[src/design/imu_sfp_pkg.sv]
// Package: frame constants, byte positions and the result record of the IMU frame parser.
`default_nettype none

package imu_sfp_pkg;

    // Frame bytes
    localparam logic [7:0] HDR_BYTE = 8'h55;
    localparam logic [7:0] TYPE_ACC = 8'h51;
    localparam logic [7:0] TYPE_GYR = 8'h52;
    localparam logic [7:0] TYPE_ANG = 8'h53;

    // Frame type codes as reported
    localparam logic [1:0] FT_ACC = 2'd0;
    localparam logic [1:0] FT_GYR = 2'd1;
    localparam logic [1:0] FT_ANG = 2'd2;

    // Byte positions within a frame
    localparam logic [3:0] POS_HEADER = 4'd0;
    localparam logic [3:0] POS_TYPE   = 4'd1;
    localparam logic [3:0] POS_LAST   = 4'd10;

    // Payload store depth (data bytes 2..9)
    localparam int PAYLOAD_BYTES = 8;

    // Temperature scale: round(65536*256/340), offset 36.25*256
    localparam logic signed [16:0] TEMP_MUL = 17'sd49345;
    localparam logic signed [16:0] TEMP_OFS = 17'sd9280;

    // One decoded frame
    typedef struct packed {
        logic [1:0]         frame_type;
        logic signed [15:0] axis_x;
        logic signed [15:0] axis_y;
        logic signed [15:0] axis_z;
        logic signed [16:0] temperature_q8;
        logic               checksum_ok;
    } frame_result_t;

endpackage

`default_nettype wire

[src/design/imu_sfp_frame_calc.sv]
// Frame result logic: axis words, temperature scaling and sum check for the last byte.
`default_nettype none

module imu_sfp_frame_calc
    import imu_sfp_pkg::*;
(
    input  wire logic [8*PAYLOAD_BYTES-1:0] payload,     // data byte k at [8k+7:8k]
    input  wire logic [1:0]                 type_code,
    input  wire logic [7:0]                 running_sum,
    input  wire logic [7:0]                 sum_byte,
    input  wire logic                       check_enable,
    output frame_result_t                   result
);

    logic signed [15:0] temp_raw;
    logic signed [32:0] temp_prod;
    logic signed [32:0] temp_shift;
    logic signed [16:0] temp_scaled;

    // Temperature: floor(raw * mul / 65536) + offset, shift is the floor
    assign temp_raw    = payload[63:48];
    assign temp_prod   = 33'(temp_raw) * 33'(TEMP_MUL);
    assign temp_shift  = temp_prod >>> 16;
    assign temp_scaled = temp_shift[16:0] + TEMP_OFS;

    // Assemble result
    always_comb
    begin
        result.frame_type     = type_code;
        result.axis_x         = payload[15:0];
        result.axis_y         = payload[31:16];
        result.axis_z         = payload[47:32];
        result.temperature_q8 = (type_code == FT_ACC) ? temp_scaled : 17'sd0;
        result.checksum_ok    = !check_enable || (running_sum == sum_byte);
    end

endmodule

`default_nettype wire

[src/design/imu_serial_frame_parser_unit.sv]
// Top level: 11-byte IMU frame deframer on a byte stream with one result per complete frame.
// A frame's result is registered and valid in the cycle after its sum byte is transferred.
// Throughput: one byte per cycle; the sum byte stalls only while the output register
// still holds an untaken result, other bytes are always taken.
// Reset (rst_n, async active low): header search, sum and type cleared, check disabled,
// output empty. Payload bytes are not reset; each frame writes them before use.
`default_nettype none

module imu_serial_frame_parser_unit
    import imu_sfp_pkg::*;
(
    input  wire logic        clk,
    input  wire logic        rst_n,
    // Configuration: check_enable
    input  wire logic        cfg_wr_en,
    input  wire logic        cfg_wr_data,
    // Byte stream in
    input  wire logic        s_tvalid,
    output logic             s_tready,
    input  wire logic [7:0]  s_tdata,      // [7:0] rx_byte
    // Frame results out
    output logic             m_tvalid,
    input  wire logic        m_tready,
    output logic [71:0]      m_tdata,      // [15:0] axis_x, [31:16] axis_y, [47:32] axis_z,
                                           // [64:48] temperature_q8, [71:65] zero
    output logic [2:0]       m_tuser       // [1:0] frame_type, [2] checksum_ok
);

    logic                         check_en_reg;
    logic [3:0]                   pos_reg;
    logic [3:0]                   pos_next;
    logic [1:0]                   type_reg;
    logic [1:0]                   type_next;
    logic [7:0]                   sum_reg;
    logic [7:0]                   sum_next;
    logic [8*PAYLOAD_BYTES-1:0]   payload_reg;
    logic                         out_valid_reg;
    frame_result_t                out_reg;
    frame_result_t                calc_result;
    logic                         in_xfer;
    logic                         emit;
    logic [2:0]                   slot;

    // Only the sum byte needs room in the output register
    assign s_tready = !((pos_reg == POS_LAST) && out_valid_reg && !m_tready);
    assign in_xfer  = s_tvalid && s_tready;
    assign emit     = in_xfer && (pos_reg == POS_LAST);
    assign slot     = 3'(pos_reg - 4'd2);

    // Configuration register
    always_ff @(posedge clk or negedge rst_n)
    begin
        if (!rst_n)
            check_en_reg <= 1'b0;
        else if (cfg_wr_en)
            check_en_reg <= cfg_wr_data;
    end

    // Parser next state
    always_comb
    begin
        pos_next  = pos_reg;
        type_next = type_reg;
        sum_next  = sum_reg;
        unique case (pos_reg)
            POS_HEADER:
            begin
                if (s_tdata == HDR_BYTE)
                begin
                    sum_next = s_tdata;
                    pos_next = POS_TYPE;
                end
            end
            POS_TYPE:
            begin
                if (s_tdata == TYPE_ACC || s_tdata == TYPE_GYR || s_tdata == TYPE_ANG)
                begin
                    type_next = 2'(s_tdata - TYPE_ACC);
                    sum_next  = sum_reg + s_tdata;
                    pos_next  = 4'd2;
                end
                else
                begin
                    pos_next = POS_HEADER;
                end
            end
            4'd2, 4'd3, 4'd4, 4'd5, 4'd6, 4'd7, 4'd8, 4'd9:
            begin
                sum_next = sum_reg + s_tdata;
                pos_next = pos_reg + 4'd1;
            end
            default:
            begin
                // Sum byte, or a position that cannot arise: back to header search
                pos_next = POS_HEADER;
            end
        endcase
    end

    // Parser state
    always_ff @(posedge clk or negedge rst_n)
    begin
        if (!rst_n)
        begin
            pos_reg  <= POS_HEADER;
            type_reg <= FT_ACC;
            sum_reg  <= 8'd0;
        end
        else if (in_xfer)
        begin
            pos_reg  <= pos_next;
            type_reg <= type_next;
            sum_reg  <= sum_next;
        end
    end

    // Payload store, data bytes land by position
    always_ff @(posedge clk)
    begin
        if (in_xfer && (pos_reg >= 4'd2) && (pos_reg < POS_LAST))
            payload_reg[8*slot +: 8] <= s_tdata;
    end

    imu_sfp_frame_calc u_calc
    (
        .payload      (payload_reg),
        .type_code    (type_reg),
        .running_sum  (sum_reg),
        .sum_byte     (s_tdata),
        .check_enable (check_en_reg),
        .result       (calc_result)
    );

    // Output register
    always_ff @(posedge clk or negedge rst_n)
    begin
        if (!rst_n)
            out_valid_reg <= 1'b0;
        else if (emit)
            out_valid_reg <= 1'b1;
        else if (m_tready)
            out_valid_reg <= 1'b0;
    end

    always_ff @(posedge clk)
    begin
        if (emit)
            out_reg <= calc_result;
    end

    assign m_tvalid = out_valid_reg;
    assign m_tdata  = {7'd0, out_reg.temperature_q8, out_reg.axis_z,
                       out_reg.axis_y, out_reg.axis_x};
    assign m_tuser  = {out_reg.checksum_ok, out_reg.frame_type};

endmodule

`default_nettype wire

[config.mk]
export PLATFORM = sky130hd
export DESIGN_NAME = imu_serial_frame_parser_unit
export DESIGN_NICKNAME = d
export VERILOG_FILES = /design/src/design/imu_sfp_pkg.sv /design/src/design/imu_sfp_frame_calc.sv /design/src/design/imu_serial_frame_parser_unit.sv
export SDC_FILE = /design/constraint.sdc
export NUM_CORES = 1
export LEC_CHECK = 0
export BUFFER_PORTS_ARGS = -buffer_cell sky130_fd_sc_hd__buf_2
export CAP_MARGIN = 20
export CORE_ASPECT_RATIO = 0.5
export CORE_MARGIN = 2
export CORE_UTILIZATION = 54
export CTS_CLUSTER_DIAMETER = 60
export DETAILED_ROUTE_END_ITERATION = 10
export PLACE_DENSITY_LB_ADDON = 0.2
export REMOVE_ABC_BUFFERS = 1
export SYNTH_ARGS = -nofsm -noshare
export SYNTH_HDL_FRONTEND = slang
export SYNTH_SLANG_ARGS = --single-unit
[constraint.sdc]
create_clock -name clk -period 6 [get_ports clk]
set_clock_uncertainty 0.05 [all_clocks]
set_input_delay 0.3 -clock clk [delete_from_list [all_inputs] [get_ports clk]]
set_output_delay 0.3 -clock clk [all_outputs]
set_load 0.1 [all_outputs]
==> reports/metrics.cfg <==
[placed_design]
gp_congestion = 0.873
numPortBuffers = 83
dp_hpwl_microns = 13700

[die]
core_sq_um = 16500
die-area_sq_um = 18200
die_h_microns = 96.3
initial_core_util = 0.557
ioPinCount = 91
num_rows = 33
die_x_microns = 189

[global_routing]
grt_pass1_wl_microns = 30700
grt_overflow = 0
antenna_found_initial = 0
grt.total_usage = 0.223
grt_start_max_net_pins = 52
first_global_vias = 6077

[route]
drcViolationCount = 0
drt_pass1_iterations = 5
vias_per_cell = 5.30
wl_per_cell_microns = 16.8
wl_microns = 19100
detail-route-antenna-nets = 0
drt_iter0_drc = 341
vias = 6010

[synthesis]
synthXorXnorAreaFrac = 0.0238
synth_common_cells = 132 x edfxtp_1, 130 x ha_1, 87 x inv_1
synth_top_area_frac = 0.431
async_flop_share = 0.108
synth_cell_types = 67
yosys.area.top_type = edfxtp_1
ys_seq_elements = 148
syn_avg_cell_area_sq_um = 12.1
synth_simple_gate_area_frac = 0.118
synth_warnings = 0
synth-compound-area-share = 0.0762
synth_area_leaders = edfxtp_1 43%, ha_1 18%, fa_1 6.7%
synthCells = 762
synth-edff-count = 132
synthAdderAreaFrac = 0.244
yosysMostFrequentCell = edfxtp_1
syn_area_sq_um = 9200
muxShareOfSynthArea = 0.00816
ys.flop_type = edfxtp_1
synth_top_family_by_area = adder cells
synth_seq_area_share = 0.475

[final_layout]
area_growth_pct = 19.1
nNetsFinal = 1068
drive_gt1_frac = 0.237
largest_reg_flops = 65
fillers = 1226
antenna_cells = 0

[setup_path]
endpoint_kind = register
crit_required_ns = 6.12
crit_slowest_cell = or4_4
path_class = register to register
critPathArrivalTime_ns = 6.24
critPathMostFrequentCell = fa_1
crit_chain = ha_1, ha_1, inv_2, fa_1, inv_2, fa_1, inv_1, fa_1, inv_1, fa_1, ha_4, buf_6, buf_4, o21ai_0, or2b_2, a31oi_2, a211o_1, buf_6, a21oi_4, o41ai_4, a31oi_2, or4_4, nand4_1, nand2_1
critical_path.top_delay_family = adder cells
crit_buf_inv = 7
cp-start-kind = register
cp_max_fo = 5
cpPeakStageDelay_ns = 0.55

[timing]
finalSetupTns_ns = -0.119
fin_crit_ns = 6.12
clock.fmax_ghz = 0.163
setup_viol = 1
slew_headroom = 0.286
slew_viol_final = 0
rsz0062_at_grt = yes
worst_pin_slew_ns = 1.07
post-route-period-util = 1.02
setup_slack_ns = -0.119
hold_violations = 0

[cts]
htree_num_levels = 4
cts_tree = built
path_clk_slew_ns = 0.07
clk_root_buffer_cell = clkbuf_16
insertion_delay_ns = 0.42
cts-buffers-inserted = 17
clock_path_buffers = 2
clkSinkCount = 148

[run_status]
violations = negative setup slack
status = finished with violations

[run]
maxCapViolations = 0

[min_path]
hold_path.class = input pin to register

## final timing paths
kind | startpoint | endpoint | slack [ns] | cells after the start
worst max-delay path | payload_reg[59]$_DFFE_PP_ | m_tdata[64]$_SDFFCE_PP0P_ | -0.12 | 24
min in group asynchronous | rst_n | sum_reg[0]$_DFFE_PN0P_ | 0.31 | 2
max in group asynchronous | rst_n | pos_reg[1]$_DFFE_PN0P_ | 5.30 | 2
worst max register to register | payload_reg[59]$_DFFE_PP_ | m_tdata[64]$_SDFFCE_PP0P_ | -0.12 | 24
worst min register to register | payload_reg[22]$_DFFE_PP_ | m_tdata[22]$_DFFE_PP_ | 0.36 | 0
worst min-delay path | m_tready | m_tvalid$_DFFE_PN0P_ | 0.05 | 2
## kinds of logic (layout without fill, tap and decap cells)
group | Yosys count | after routing
and+or+nand+nor | 201 | 201
adders and majority gates | 161 | 161
DFF | 148 | 148
buffers and inverters | 117 | 255
AOI/OAI and AO/OA | 102 | 102
xor gates and xnor gates | 25 | 25
muxes | 7 | 7
other | 1 | 7
## stage by stage
stage	util	hold slack (ns)	cell area [sq um]	worst slack, ns	std cells
floorplan	-	-0.0456	9040	-0.268	739
global placement	0.609	0.198	10100	-0.337	1090
detailed placement	0.609	0.196	10100	-0.485	1090
CTS	0.653	0.0333	10800	-0.142	1129
global route	0.663	0.0511	11000	-0.380	1133
finish	0.663	0.0525	11000	-0.119	1133
## cell type report
| type | instances | area (sq um) | area share |
|---|---|---|---|
| clock inverters | 15 | 205 | 0.0187 |
| flip-flops and latches | 148 | 4360 | 0.399 |
| multi-input cells | 503 | 4510 | 0.412 |
| inverters | 88 | 330 | 0.0302 |
| repair buffers | 135 | 835 | 0.0762 |
| well taps | 227 | 284 | 0.0259 |
| clock buffers | 17 | 425 | 0.0388 |
## metal layers
layer | up-vias | GRT usage | wire [microns]
met2 | 155 | 0.385 | 9280
met4 | 0 | 0.0684 | 362
li1 | 2942 | - | -
met1 | 2883 | 0.289 | 8580
met5 | - | 0 | 0
met3 | 30 | 0.0456 | 867
## worst register-to-register path: stages (launching register included)
cell	delay, ns
edfxtp_1	0.42
ha_1	0.30
ha_1	0.30
inv_2	0.04
fa_1	0.49
inv_2	0.05
fa_1	0.49
inv_1	0.05
fa_1	0.47
inv_1	0.05
fa_1	0.53
ha_4	0.23
buf_6	0.12
buf_4	0.14
o21ai_0	0.08
or2b_2	0.32
a31oi_2	0.20
a211o_1	0.20
buf_6	0.11
a21oi_4	0.05
o41ai_4	0.32
a31oi_2	0.15
or4_4	0.55
nand4_1	0.08
nand2_1	0.05
## repair_timing
item | CTS | global route
buffers inserted | 6 | 6
pin swaps | 19 | 12
hold endpoints to repair | 16 | 0
hold buffers | 1 | 0
resized for setup | 9 | 27
setup endpoints to repair | 5 | 6
## placed cells by master, fill, tap and decap left out, drive strengths merged, types with 3 or more instances in the layout
cell    instances
and3            6
nand4           8
conb            7
o21a            4
o31ai           3
clkinv          3
o21bai          3
clkbuf         17
fa             31
a21o           10
ha            130
nor3           17
and4            4
nor2           47
edfxtp        132
xor2            6
a31oi           9
xnor2          19
nor2b           4
mux2            4
or2             3
and2           55
a211o           3
mux2i           3
o21ai          15
or3             7
nand2          25
o211ai          4
buf           134
a21oi          33
bufinv          3
nor4            5
nand3          10
inv            96
dfrtp          16
nand2b          3
Power is left out: the tool's default activity adds up to more than one toggle a clock period on the data nets, which glitch-free logic cannot reach.
